==> src/hdl/jpeg_marker_segment_walker_top_defines.svh <==
// Assertion macros shared by the marker segment walker RTL.
`ifndef JPEG_MARKER_SEGMENT_WALKER_TOP_DEFINES_SVH
`define JPEG_MARKER_SEGMENT_WALKER_TOP_DEFINES_SVH
`ifndef SYNTHESIS
// Property that must hold at every clock edge outside reset.
`define JMSW_ASSERT(label, clk, rst_n, prop) \
	label: assert property (@(posedge clk) disable iff (!rst_n) (prop)) \
		else $error("jmsw: property violated");
// Condition that must never be true at a clock edge outside reset.
`define JMSW_NEVER(label, clk, rst_n, expr) \
	label: assert property (@(posedge clk) disable iff (!rst_n) !(expr)) \
		else $error("jmsw: forbidden condition seen");
`else
`define JMSW_ASSERT(label, clk, rst_n, prop)
`define JMSW_NEVER(label, clk, rst_n, expr)
`endif
`endif

==> src/hdl/jmsw_pkg.sv <==
// Types and constants shared by the marker segment walker modules.
`default_nettype none
package jmsw_pkg;

	// Marker codes and prefix.
	localparam logic [7:0] MK_PREFIX    = 8'hFF;
	localparam logic [7:0] MK_SOI       = 8'hD8;
	localparam logic [7:0] MK_TEM       = 8'h01;
	localparam logic [7:0] MK_RST_FIRST = 8'hD0;
	localparam logic [7:0] MK_RST_LAST  = 8'hD7;
	localparam logic [7:0] MK_SOS       = 8'hDA;
	localparam logic [7:0] MK_EOI       = 8'hD9;
	localparam logic [7:0] TARGET_RESET = 8'hE2;

	// Smallest file that can hold a marker walk.
	localparam logic [31:0] MIN_FILE_LEN = 32'd4;

	// Register map index.
	typedef enum logic [1:0] {
		REG_FILE_LEN   = 2'd0,
		REG_TARGET     = 2'd1,
		REG_SIG_WORD   = 2'd2,
		REG_SIG_LENGTH = 2'd3
	} reg_idx_t;

	// Per-byte result status.
	typedef enum logic [2:0] {
		ST_STRUCT  = 3'd0,
		ST_PAYLOAD = 3'd1,
		ST_END     = 3'd2,
		ST_BAD     = 3'd3,
		ST_IGNORED = 3'd4
	} status_t;

	// Class of a byte if it turns out to be a marker code.
	typedef enum logic [1:0] {
		CLS_STANDALONE = 2'd0,
		CLS_STOP       = 2'd1,
		CLS_SEGMENT    = 2'd2
	} code_cls_t;

	// Configuration seen by the walker.
	typedef struct packed {
		logic [31:0] file_len;
		logic [7:0]  target_marker;
		logic [31:0] signature_word;
		logic [2:0]  signature_length;
	} cfg_t;

	// Classified item passed from the front to the back.
	typedef struct packed {
		logic [7:0]  data_byte;
		logic        first;
		logic [31:0] pos;
		logic [31:0] pos_next;
		logic        prefix_short;
		code_cls_t   code_cls;
	} item_t;

endpackage
`default_nettype wire

==> src/hdl/jpeg_marker_segment_walker_top.sv <==
// Top level of the JPEG marker segment walker with its register port.
// An accepted byte passes through the two-entry queue and then the result register.
// Throughput: one byte per cycle while the result is not stalled; the walk state updates once per byte.
// With the result stalled, the two-entry queue takes bytes until it holds two, then stalls the input.
// Reset clears the walk, the queue and the result valid flag, and returns
// the registers to file length 0, target marker 0xE2 and an empty signature.
`default_nettype none
module jpeg_marker_segment_walker_top #(
	parameter int SIGNATURE_BYTES = 4
) (
	input  wire logic        clk,
	input  wire logic        arst_n,
	input  wire logic        psel,
	input  wire logic        penable,
	input  wire logic        pwrite,
	input  wire logic [3:0]  paddr,
	input  wire logic [31:0] pwdata,
	output logic [31:0]      prdata,
	output logic             pready,
	input  wire logic        in_valid,
	output logic             in_stall,
	input  wire logic [7:0]  data_byte,
	input  wire logic        first_of_file,
	output logic             out_valid,
	input  wire logic        out_stall,
	output logic [2:0]       status,
	output logic [7:0]       marker_code,
	output logic [7:0]       byte_value,
	output logic [31:0]      byte_offset,
	output logic             segment_last,
	output logic             found_payload,
	output logic [31:0]      found_start_offset
);
	import jmsw_pkg::*;

	cfg_t     cfg_q;
	reg_idx_t reg_idx;
	logic     cfg_wr;
	item_t    front_item;
	item_t    head_item;
	logic     push;
	logic     fifo_full;
	logic     head_valid;
	logic     pop;

	// Register access decode.
	assign pready  = 1'b1;
	assign reg_idx = reg_idx_t'(paddr[3:2]);
	assign cfg_wr  = psel && penable && pwrite && pready;

	always_comb begin
		case (reg_idx)
			REG_FILE_LEN:   prdata = cfg_q.file_len;
			REG_TARGET:     prdata = {24'd0, cfg_q.target_marker};
			REG_SIG_WORD:   prdata = cfg_q.signature_word;
			REG_SIG_LENGTH: prdata = {29'd0, cfg_q.signature_length};
			default:        prdata = '0;
		endcase
	end

	// Configuration registers.
	always_ff @(posedge clk or negedge arst_n) begin
		if (!arst_n) begin
			cfg_q.file_len         <= '0;
			cfg_q.target_marker    <= TARGET_RESET;
			cfg_q.signature_word   <= '0;
			cfg_q.signature_length <= '0;
		end else if (cfg_wr) begin
			case (reg_idx)
				REG_FILE_LEN:   cfg_q.file_len         <= pwdata;
				REG_TARGET:     cfg_q.target_marker    <= pwdata[7:0];
				REG_SIG_WORD:   cfg_q.signature_word   <= pwdata;
				REG_SIG_LENGTH: cfg_q.signature_length <= pwdata[2:0];
				default:        cfg_q.file_len         <= cfg_q.file_len;
			endcase
		end
	end

	assign in_stall = fifo_full;

	jmsw_front u_front (
		.clk           (clk),
		.arst_n        (arst_n),
		.in_valid      (in_valid),
		.in_stall      (in_stall),
		.data_byte     (data_byte),
		.first_of_file (first_of_file),
		.file_len      (cfg_q.file_len),
		.item          (front_item),
		.push          (push)
	);

	jmsw_fifo u_fifo (
		.clk        (clk),
		.arst_n     (arst_n),
		.push       (push),
		.push_item  (front_item),
		.full       (fifo_full),
		.pop        (pop),
		.head_valid (head_valid),
		.head_item  (head_item)
	);

	jmsw_back #(
		.SIGNATURE_BYTES (SIGNATURE_BYTES)
	) u_back (
		.clk                (clk),
		.arst_n             (arst_n),
		.cfg                (cfg_q),
		.head_valid         (head_valid),
		.head_item          (head_item),
		.pop                (pop),
		.out_valid          (out_valid),
		.out_stall          (out_stall),
		.status             (status),
		.marker_code        (marker_code),
		.byte_value         (byte_value),
		.byte_offset        (byte_offset),
		.segment_last       (segment_last),
		.found_payload      (found_payload),
		.found_start_offset (found_start_offset)
	);

endmodule
`default_nettype wire

==> src/hdl/jmsw_front.sv <==
// Front end: accepts bytes, tracks file offsets and classifies each byte.
`default_nettype none
module jmsw_front (
	input  wire logic           clk,
	input  wire logic           arst_n,
	input  wire logic           in_valid,
	input  wire logic           in_stall,
	input  wire logic [7:0]     data_byte,
	input  wire logic           first_of_file,
	input  wire logic [31:0]    file_len,
	output jmsw_pkg::item_t     item,
	output logic                push
);
	import jmsw_pkg::*;

	logic [31:0] pos_q;
	logic [31:0] pos;
	logic [31:0] pos_next;
	code_cls_t   cls;

	// A new file restarts the offset count at zero.
	assign pos      = first_of_file ? 32'd0 : pos_q;
	assign pos_next = pos + 32'd1;
	assign push     = in_valid && !in_stall;

	// Classify the byte as a possible marker code.
	always_comb begin
		case (data_byte) inside
			MK_SOI, MK_TEM, [MK_RST_FIRST:MK_RST_LAST]: cls = CLS_STANDALONE;
			MK_SOS, MK_EOI:                               cls = CLS_STOP;
			default:                                      cls = CLS_SEGMENT;
		endcase
	end

	// Build the item, including the short-file check for a marker prefix.
	always_comb begin
		item.data_byte    = data_byte;
		item.first        = first_of_file;
		item.pos          = pos;
		item.pos_next     = pos_next;
		item.prefix_short = ({1'b0, pos} + 33'd4) > {1'b0, file_len};
		item.code_cls     = cls;
	end

	// Offset counter advances on every accepted item.
	always_ff @(posedge clk or negedge arst_n) begin
		if (!arst_n) begin
			pos_q <= '0;
		end else if (push) begin
			pos_q <= pos_next;
		end
	end

endmodule
`default_nettype wire

==> src/hdl/jmsw_fifo.sv <==
// Two-entry item queue between the front end and the walker back end.
`default_nettype none
`include "jpeg_marker_segment_walker_top_defines.svh"
module jmsw_fifo (
	input  wire logic           clk,
	input  wire logic           arst_n,
	input  wire logic           push,
	input  jmsw_pkg::item_t     push_item,
	output logic                full,
	input  wire logic           pop,
	output logic                head_valid,
	output jmsw_pkg::item_t     head_item
);
	import jmsw_pkg::*;

	localparam int DEPTH = 2;

	item_t      mem_q [DEPTH];
	logic       wr_ptr_q;
	logic       rd_ptr_q;
	logic [1:0] count_q;

	assign full       = (count_q == 2'(DEPTH));
	assign head_valid = (count_q != 2'd0);
	assign head_item  = mem_q[rd_ptr_q];

	// Storage write.
	always_ff @(posedge clk) begin
		if (push) begin
			mem_q[wr_ptr_q] <= push_item;
		end
	end

	// Pointers and fill count.
	always_ff @(posedge clk or negedge arst_n) begin
		if (!arst_n) begin
			wr_ptr_q <= 1'b0;
			rd_ptr_q <= 1'b0;
			count_q  <= '0;
		end else begin
			if (push) begin
				wr_ptr_q <= ~wr_ptr_q;
			end
			if (pop) begin
				rd_ptr_q <= ~rd_ptr_q;
			end
			if (push && !pop) begin
				count_q <= count_q + 2'd1;
			end else if (pop && !push) begin
				count_q <= count_q - 2'd1;
			end
		end
	end

	`JMSW_NEVER(a_fifo_no_overflow, clk, arst_n, push && full)
	`JMSW_NEVER(a_fifo_no_underflow, clk, arst_n, pop && !head_valid)
	`JMSW_ASSERT(a_fifo_count_range, clk, arst_n, count_q <= 2'(DEPTH))

endmodule
`default_nettype wire

==> src/hdl/jmsw_back.sv <==
// Back end: walks the marker structure and holds the result item register.
`default_nettype none
`include "jpeg_marker_segment_walker_top_defines.svh"
module jmsw_back #(
	parameter int SIGNATURE_BYTES = 4
) (
	input  wire logic           clk,
	input  wire logic           arst_n,
	input  jmsw_pkg::cfg_t      cfg,
	input  wire logic           head_valid,
	input  jmsw_pkg::item_t     head_item,
	output logic                pop,
	output logic                out_valid,
	input  wire logic           out_stall,
	output logic [2:0]          status,
	output logic [7:0]          marker_code,
	output logic [7:0]          byte_value,
	output logic [31:0]         byte_offset,
	output logic                segment_last,
	output logic                found_payload,
	output logic [31:0]         found_start_offset
);
	import jmsw_pkg::*;

	localparam int PW = $clog2(SIGNATURE_BYTES + 1);

	// Walk phase, one-hot.
	typedef enum logic [7:0] {
		PH_SOI_A   = 8'b0000_0001,
		PH_SOI_B   = 8'b0000_0010,
		PH_PREFIX  = 8'b0000_0100,
		PH_CODE    = 8'b0000_1000,
		PH_LEN_HI  = 8'b0001_0000,
		PH_LEN_LO  = 8'b0010_0000,
		PH_PAYLOAD = 8'b0100_0000,
		PH_STOPPED = 8'b1000_0000
	} phase_t;

	phase_t        phase_q, eff_phase, nxt_phase;
	logic [7:0]    marker_q, eff_marker, nxt_marker;
	logic [7:0]    len_hi_q, eff_len_hi, nxt_len_hi;
	logic [15:0]   rem_q, eff_rem, nxt_rem;
	logic [PW-1:0] prog_q, eff_prog, nxt_prog, prog_inc;
	logic          matching_q, eff_matching, nxt_matching;
	logic          found_q, eff_found, nxt_found;
	logic [31:0]   offset_q, eff_offset, nxt_offset;

	logic          out_valid_q;
	status_t       status_q, res_status;
	logic [7:0]    marker_code_q, res_mcode;
	logic [7:0]    byte_value_q;
	logic [31:0]   byte_offset_q;
	logic          segment_last_q, res_last;
	logic          found_payload_q, res_fpay;
	logic [31:0]   found_start_q;

	logic [PW-1:0] sig_n;
	logic [7:0]    sig_bytes [SIGNATURE_BYTES];
	logic [7:0]    sig_sel;
	logic [15:0]   seg_len;
	logic [32:0]   seg_end;
	logic [7:0]    b;

	assign b = head_item.data_byte;

	// Take the next item whenever the result register is free or draining.
	assign pop = head_valid && (!out_valid_q || !out_stall);

	// A first-of-file item sees the walk state as freshly restarted.
	always_comb begin
		if (head_item.first) begin
			eff_phase    = PH_SOI_A;
			eff_marker   = '0;
			eff_len_hi   = '0;
			eff_rem      = '0;
			eff_prog     = '0;
			eff_matching = 1'b0;
			eff_found    = 1'b0;
			eff_offset   = '0;
		end else begin
			eff_phase    = phase_q;
			eff_marker   = marker_q;
			eff_len_hi   = len_hi_q;
			eff_rem      = rem_q;
			eff_prog     = prog_q;
			eff_matching = matching_q;
			eff_found    = found_q;
			eff_offset   = offset_q;
		end
	end

	// Signature bytes, first byte in the most significant used position.
	for (genvar k = 0; k < SIGNATURE_BYTES; k++) begin : g_sig
		localparam int SH = 8 * (SIGNATURE_BYTES - 1 - k);
		if (SH < 32) begin : g_in
			assign sig_bytes[k] = cfg.signature_word[SH +: 8];
		end else begin : g_out
			assign sig_bytes[k] = 8'd0;
		end
	end

	// Effective signature length saturates at the signature capacity.
	always_comb begin
		if (int'(cfg.signature_length) > SIGNATURE_BYTES) begin
			sig_n = PW'(SIGNATURE_BYTES);
		end else begin
			sig_n = PW'(cfg.signature_length);
		end
	end

	// Signature byte expected next.
	always_comb begin
		sig_sel = '0;
		for (int k = 0; k < SIGNATURE_BYTES; k++) begin
			if (eff_prog == PW'(k)) begin
				sig_sel = sig_bytes[k];
			end
		end
	end

	assign prog_inc = eff_prog + PW'(1);
	assign seg_len  = {eff_len_hi, b};
	assign seg_end  = {1'b0, head_item.pos} + {17'd0, seg_len} - 33'd1;

	// Walk step for one item.
	always_comb begin
		nxt_phase    = eff_phase;
		nxt_marker   = eff_marker;
		nxt_len_hi   = eff_len_hi;
		nxt_rem      = eff_rem;
		nxt_prog     = eff_prog;
		nxt_matching = eff_matching;
		nxt_found    = eff_found;
		nxt_offset   = eff_offset;
		res_status   = ST_STRUCT;
		res_mcode    = '0;
		res_last     = 1'b0;
		res_fpay     = 1'b0;
		case (eff_phase)
			PH_SOI_A: begin
				res_mcode = MK_SOI;
				if (cfg.file_len < MIN_FILE_LEN || b != MK_PREFIX) begin
					res_status = ST_BAD;
					nxt_phase  = PH_STOPPED;
				end else begin
					nxt_phase = PH_SOI_B;
				end
			end
			PH_SOI_B: begin
				res_mcode = MK_SOI;
				if (b != MK_SOI) begin
					res_status = ST_BAD;
					nxt_phase  = PH_STOPPED;
				end else begin
					nxt_marker = MK_SOI;
					nxt_phase  = PH_PREFIX;
				end
			end
			PH_PREFIX: begin
				if (head_item.prefix_short || b != MK_PREFIX) begin
					res_status = ST_BAD;
					nxt_phase  = PH_STOPPED;
				end else begin
					nxt_phase = PH_CODE;
				end
			end
			PH_CODE: begin
				nxt_marker = b;
				res_mcode  = b;
				case (head_item.code_cls)
					CLS_STANDALONE: nxt_phase = PH_PREFIX;
					CLS_STOP: begin
						res_status = ST_END;
						nxt_phase  = PH_STOPPED;
					end
					default: nxt_phase = PH_LEN_HI;
				endcase
			end
			PH_LEN_HI: begin
				res_mcode  = eff_marker;
				nxt_len_hi = b;
				nxt_phase  = PH_LEN_LO;
			end
			PH_LEN_LO: begin
				res_mcode = eff_marker;
				if (seg_len < 16'd2 || seg_end > {1'b0, cfg.file_len}) begin
					res_status = ST_BAD;
					nxt_phase  = PH_STOPPED;
				end else begin
					nxt_rem      = seg_len - 16'd2;
					nxt_matching = 1'b0;
					nxt_prog     = '0;
					if (!eff_found && eff_marker == cfg.target_marker) begin
						nxt_matching = 1'b1;
						if (sig_n == '0) begin
							nxt_found  = 1'b1;
							nxt_offset = head_item.pos_next;
						end
					end
					if (seg_len == 16'd2) begin
						nxt_matching = 1'b0;
						nxt_phase    = PH_PREFIX;
					end else begin
						nxt_phase = PH_PAYLOAD;
					end
				end
			end
			PH_PAYLOAD: begin
				res_status = ST_PAYLOAD;
				res_mcode  = eff_marker;
				if (eff_matching) begin
					if (eff_prog < sig_n) begin
						if (b != sig_sel) begin
							nxt_matching = 1'b0;
						end else begin
							nxt_prog = prog_inc;
							if (prog_inc == sig_n) begin
								nxt_found  = 1'b1;
								nxt_offset = head_item.pos_next;
							end
						end
					end else begin
						res_fpay = 1'b1;
					end
				end
				nxt_rem = eff_rem - 16'd1;
				if (eff_rem == 16'd1) begin
					res_last     = 1'b1;
					nxt_matching = 1'b0;
					nxt_phase    = PH_PREFIX;
				end
			end
			default: begin
				res_status = ST_IGNORED;
				res_mcode  = eff_marker;
			end
		endcase
	end

	// Walk state registers.
	always_ff @(posedge clk or negedge arst_n) begin
		if (!arst_n) begin
			phase_q    <= PH_SOI_A;
			marker_q   <= '0;
			len_hi_q   <= '0;
			rem_q      <= '0;
			prog_q     <= '0;
			matching_q <= 1'b0;
			found_q    <= 1'b0;
			offset_q   <= '0;
		end else if (pop) begin
			phase_q    <= nxt_phase;
			marker_q   <= nxt_marker;
			len_hi_q   <= nxt_len_hi;
			rem_q      <= nxt_rem;
			prog_q     <= nxt_prog;
			matching_q <= nxt_matching;
			found_q    <= nxt_found;
			offset_q   <= nxt_offset;
		end
	end

	// Result valid flag.
	always_ff @(posedge clk or negedge arst_n) begin
		if (!arst_n) begin
			out_valid_q <= 1'b0;
		end else if (pop) begin
			out_valid_q <= 1'b1;
		end else if (!out_stall) begin
			out_valid_q <= 1'b0;
		end
	end

	// Result payload register.
	always_ff @(posedge clk) begin
		if (pop) begin
			status_q        <= res_status;
			marker_code_q   <= res_mcode;
			byte_value_q    <= b;
			byte_offset_q   <= head_item.pos;
			segment_last_q  <= res_last;
			found_payload_q <= res_fpay;
			found_start_q   <= nxt_found ? nxt_offset : 32'd0;
		end
	end

	assign out_valid          = out_valid_q;
	assign status             = status_q;
	assign marker_code        = marker_code_q;
	assign byte_value         = byte_value_q;
	assign byte_offset        = byte_offset_q;
	assign segment_last       = segment_last_q;
	assign found_payload      = found_payload_q;
	assign found_start_offset = found_start_q;

	`JMSW_NEVER(a_payload_has_bytes, clk, arst_n, phase_q == PH_PAYLOAD && rem_q == 16'd0)
	`JMSW_ASSERT(a_progress_bounded, clk, arst_n, int'(prog_q) <= SIGNATURE_BYTES)
	`JMSW_NEVER(a_found_is_payload, clk, arst_n, out_valid_q && found_payload_q && status_q != ST_PAYLOAD)

endmodule
`default_nettype wire

==> config.mk <==
export PLATFORM = sky130hd
export DESIGN_NAME = jpeg_marker_segment_walker_top
export DESIGN_NICKNAME = d
export VERILOG_FILES = /design/src/hdl/jmsw_pkg.sv /design/src/hdl/jpeg_marker_segment_walker_top.sv /design/src/hdl/jmsw_front.sv /design/src/hdl/jmsw_fifo.sv /design/src/hdl/jmsw_back.sv
export VERILOG_INCLUDE_DIRS = /design/src /design/src/hdl
export SDC_FILE = /design/constraint.sdc
export NUM_CORES = 1
export LEC_CHECK = 0
export BUFFER_PORTS_ARGS = -buffer_cell sky130_fd_sc_hd__clkbuf_2
export CORE_MARGIN = 2
export CORE_UTILIZATION = 40
export CTS_CLUSTER_DIAMETER = 40
export DETAILED_ROUTE_END_ITERATION = 8
export PLACE_DENSITY_LB_ADDON = 0.08
export SLEW_MARGIN = 10
export SYNTH_ARGS = -nofsm -noshare
export SYNTH_HDL_FRONTEND = slang
export SYNTH_SLANG_ARGS = --single-unit
==> constraint.sdc <==
create_clock -name clk -period 19.95 [get_ports clk]
set_clock_uncertainty 0.15 [all_clocks]
set_input_delay 0.9975 -clock clk [delete_from_list [all_inputs] [get_ports clk]]
set_output_delay 0.9975 -clock clk [all_outputs]
set_load 0.01 [all_outputs]
==> impl_metrics.env <==
export IMPL_synth_seq_area_share_pct=50.3
export IMPL_dpl_cell_area_um2=25200
export IMPL_cap_violations=0
export IMPL_outcome="complete, no violations"
export IMPL_ys_types=91
export IMPL_htree_levels=3
export IMPL_fp_row_count=88
export IMPL_via_per_inst=5.54
export IMPL_dr_total_vias=17900
export IMPL_p_leak_nw=11.8
export IMPL_worst_pin_slew_ns=1.24
export IMPL_antenna_found_initial=0
export IMPL_clkSinkCount=426
export IMPL_crit_type="flip-flop to flip-flop"
export IMPL_worstPathArrival_ns=9.89
export IMPL_drt_total_wl_um=71200
export IMPL_slew_headroom_pct=16.6
export IMPL_cts_tree="done"
export IMPL_grt_max_degree=76
export IMPL_initialDrtViolationCount=1308
export IMPL_die_y_um=247
export IMPL_cts_resized_gates=0
export IMPL_drive_above_1_share_pct=18.4
export IMPL_slew_violations=0
export IMPL_ys_async_sr_fraction_pct=44.4
export IMPL_cts_root_buf="clkbuf_16"
export IMPL_detailedPlacementHpwl_um=50900
export IMPL_synth_fp_nets=2409
export IMPL_hold_buffers=0
export IMPL_synth_ff_latch_count=426
export IMPL_ios=172
export IMPL_stdcell_area_um2=27800
export IMPL_layout_nets=2581
export IMPL_vdd_drop_max_uv=84.6
export IMPL_start_util_pct=40.7
export IMPL_fp_dieW_um=247
export IMPL_die_area_um2=60800
export IMPL_min_period_ns=9.62
export IMPL_antennaDiodeCount=0
export IMPL_drc=0
export IMPL_cts_buffers=77
export IMPL_grt_remaining_overflow=0
export IMPL_ys_flop_type="edfxtp_1"
export IMPL_grt_total_usage_pct=23.5
export IMPL_fmax_mhz=104
export IMPL_ant_nets=0
export IMPL_path_clk_slew_ns=0.05
export IMPL_fin_setup_tns_ns=0
export IMPL_core_region_area_um2=57900
export IMPL_grt_pass1_wl_um=108000
export IMPL_syn_avg_cell_area_um2=10.6
export IMPL_startpoint="u_fifo.rd_ptr_q$_DFFE_PN0P_"
export IMPL_required_ns=20.22
export IMPL_post_cts_buffers=0
export IMPL_finalHoldViolations=0
export IMPL_port_buffers=168
export IMPL_timing_rr_start="u_fifo.rd_ptr_q$_DFFE_PN0P_"
export IMPL_fin_cells=3233
export IMPL_synth_cells=2231
export IMPL_period_share_pct=48.2
export IMPL_utilization_pct=48.0
export IMPL_p_per_area_nw_per_um2=163
export IMPL_synth_edf_count=237
export IMPL_yosys_warnings=0
export IMPL_ctsLongestPathBuffers=3
export IMPL_cp_start_kind="flip-flop"
export IMPL_hp_class="primary input to asynchronous set/reset pin"
export IMPL_areaGrowthSynthToFinish_pct=18.2
export IMPL_grt_pass1_vias=17800
export IMPL_dr_pass1_iters=5
export IMPL_gp_congestion=0.918
export IMPL_place_inst=3089
export IMPL_mappedNetlistArea_um2=23500
export IMPL_clk_latency_ns=0.61
export IMPL_final_cell_mix="edfxtp_1, nand2_1, dfrtp_1"
export IMPL_worst_setup_path_end_kind="flip-flop"
export IMPL_crit_fanout=57
export IMPL_wire_per_inst_um=22.0
export IMPL_final_common_cell="edfxtp_1"
export IMPL_rsz0062_at_grt="no"
export IMPL_setup_violations=0
==> cells in the mapped netlist, types with 7 or more instances <==
| master | number | area, um2 |
|---|---|---|
| o21bai_1 | 7 | 52.6 |
| a31oi_1 | 15 | 93.8 |
| buf_6 | 8 | 90.1 |
| o211ai_1 | 13 | 97.6 |
| xnor2_1 | 77 | 674 |
| nor4_1 | 22 | 138 |
| o22ai_1 | 37 | 231 |
| clkbuf_1 | 73 | 274 |
| nor3_1 | 28 | 140 |
| mux2_2 | 71 | 800 |
| a211oi_1 | 7 | 52.6 |
| ha_1 | 125 | 1560 |
| and4_1 | 7 | 61.3 |
| or2_2 | 7 | 43.8 |
| and3_1 | 12 | 75.1 |
| o21ai_0 | 132 | 661 |
| nand2b_1 | 36 | 225 |
| and2_1 | 12 | 75.1 |
| inv_1 | 170 | 638 |
| dfrtp_1 | 184 | 4600 |
| xor2_1 | 36 | 315 |
| o221ai_2 | 8 | 120 |
| a21oi_1 | 125 | 626 |
| a21o_1 | 28 | 210 |
| nand2_1 | 234 | 878 |
| or3_1 | 8 | 50.1 |
| edfxtp_1 | 237 | 7120 |
| buf_2 | 9 | 45.0 |
| nor2b_1 | 42 | 263 |
| nor2_1 | 133 | 499 |
| nand4_1 | 27 | 169 |
| mux2i_1 | 72 | 721 |
| o221ai_1 | 19 | 166 |
| nand3_1 | 75 | 375 |
==> cell families (layout without fill, tap and decap cells) <==
family | Yosys count | in the layout | synth area share (%)
other | 1 | 1 | 0.0159
xor gates and xnor gates | 113 | 113 | 4.20
DFF | 426 | 426 | 50.3
adders and majority gates | 126 | 126 | 6.73
muxes | 154 | 154 | 7.36
AOI/OAI and AO/OA | 476 | 476 | 13.2
and+or+nand+nor | 660 | 660 | 13.3
buffers and inverters | 275 | 512 | 4.76
==> layer usage <==
layer	global-route usage, %	routed length [um]
met5	0	0
met4	8.11	1810
met3	3.04	3160
met2	38.9	34400
met1	31.8	31900
==> critical path: stages (launching register included) <==
cell       delay [ns]
dfrtp_4          0.93
buf_4            0.85
mux2i_4          0.75
ha_1             0.27
inv_1            0.05
ha_1             0.34
a21o_1           0.22
nand3_1          0.08
o21ai_0          0.13
o21ai_0          0.34
a21oi_1          0.20
o41ai_1          0.73
o2111ai_1        0.26
a31oi_1          0.29
o21ai_0          0.13
xor2_1           0.16
ha_1             0.30
a21oi_1          0.18
o211ai_1         0.20
a2111o_1         0.34
a21o_2           0.24
a2111o_1         0.63
a21oi_4          0.94
o221ai_1         0.33
a21oi_1          0.29
==> stage by stage <==
step           hold WS [ns]  power, mW  setup WS, ns
2_1_floorplan         0.288       2.64         12.60
3_3_place_gp          0.303       3.17         10.40
3_5_place_dp          0.306       3.20         10.46
4_1_cts               0.218       4.57         10.41
5_1_grt               0.236       4.83          9.86
6_report              0.208       4.54         10.33
==> where the power goes <==
| part | switching (mW) | internal [mW] |
|---|---|---|
| Clock | 0.480 | 0.862 |
| Combinational | 1.17 | 0.711 |
| Sequential | 0.137 | 1.18 |
==> state kept, by name, indices dropped and copies added (netlist names), 16 cells and up <==
| name | flops |
|---|---|
| u_fifo.mem_q | 152 |
| u_back.byte_offset | 32 |
| u_front.pos_q | 32 |
| u_back.offset_q | 32 |
| u_back.rem_q | 16 |
| u_back.found_start_offset | 32 |
| cfg_q | 75 |
==> final timing paths <==
check                                                        endpoint  slack, ns  cells after the start
setup / recovery           u_back.found_start_offset[9]$_SDFFCE_PN0P_      10.33                     24
hold / removal                         u_back.marker_q[6]$_DFFE_PN0P_       0.21                      1
setup reg to reg           u_back.found_start_offset[9]$_SDFFCE_PN0P_      10.33                     24
hold reg to reg                         u_front.pos_q[24]$_DFFE_PN0P_       0.32                      2
min in group clk                        u_front.pos_q[24]$_DFFE_PN0P_       0.32                      2
max in group asynchronous                       cfg_q[31]$_DFFE_PN0P_      18.02                      2
==> area by class of cell <==
type,instances,area (um2)
Fill cell,5420,30100
Sequential cell,426,11900
Multi-Input combinational cell,1530,10600
Clock buffer,96,2130
Timing Repair Buffer,194,1040
Tap cell,765,957
Inverter,174,656
Clock inverter,48,538
(Power assumes the default switching activity.)
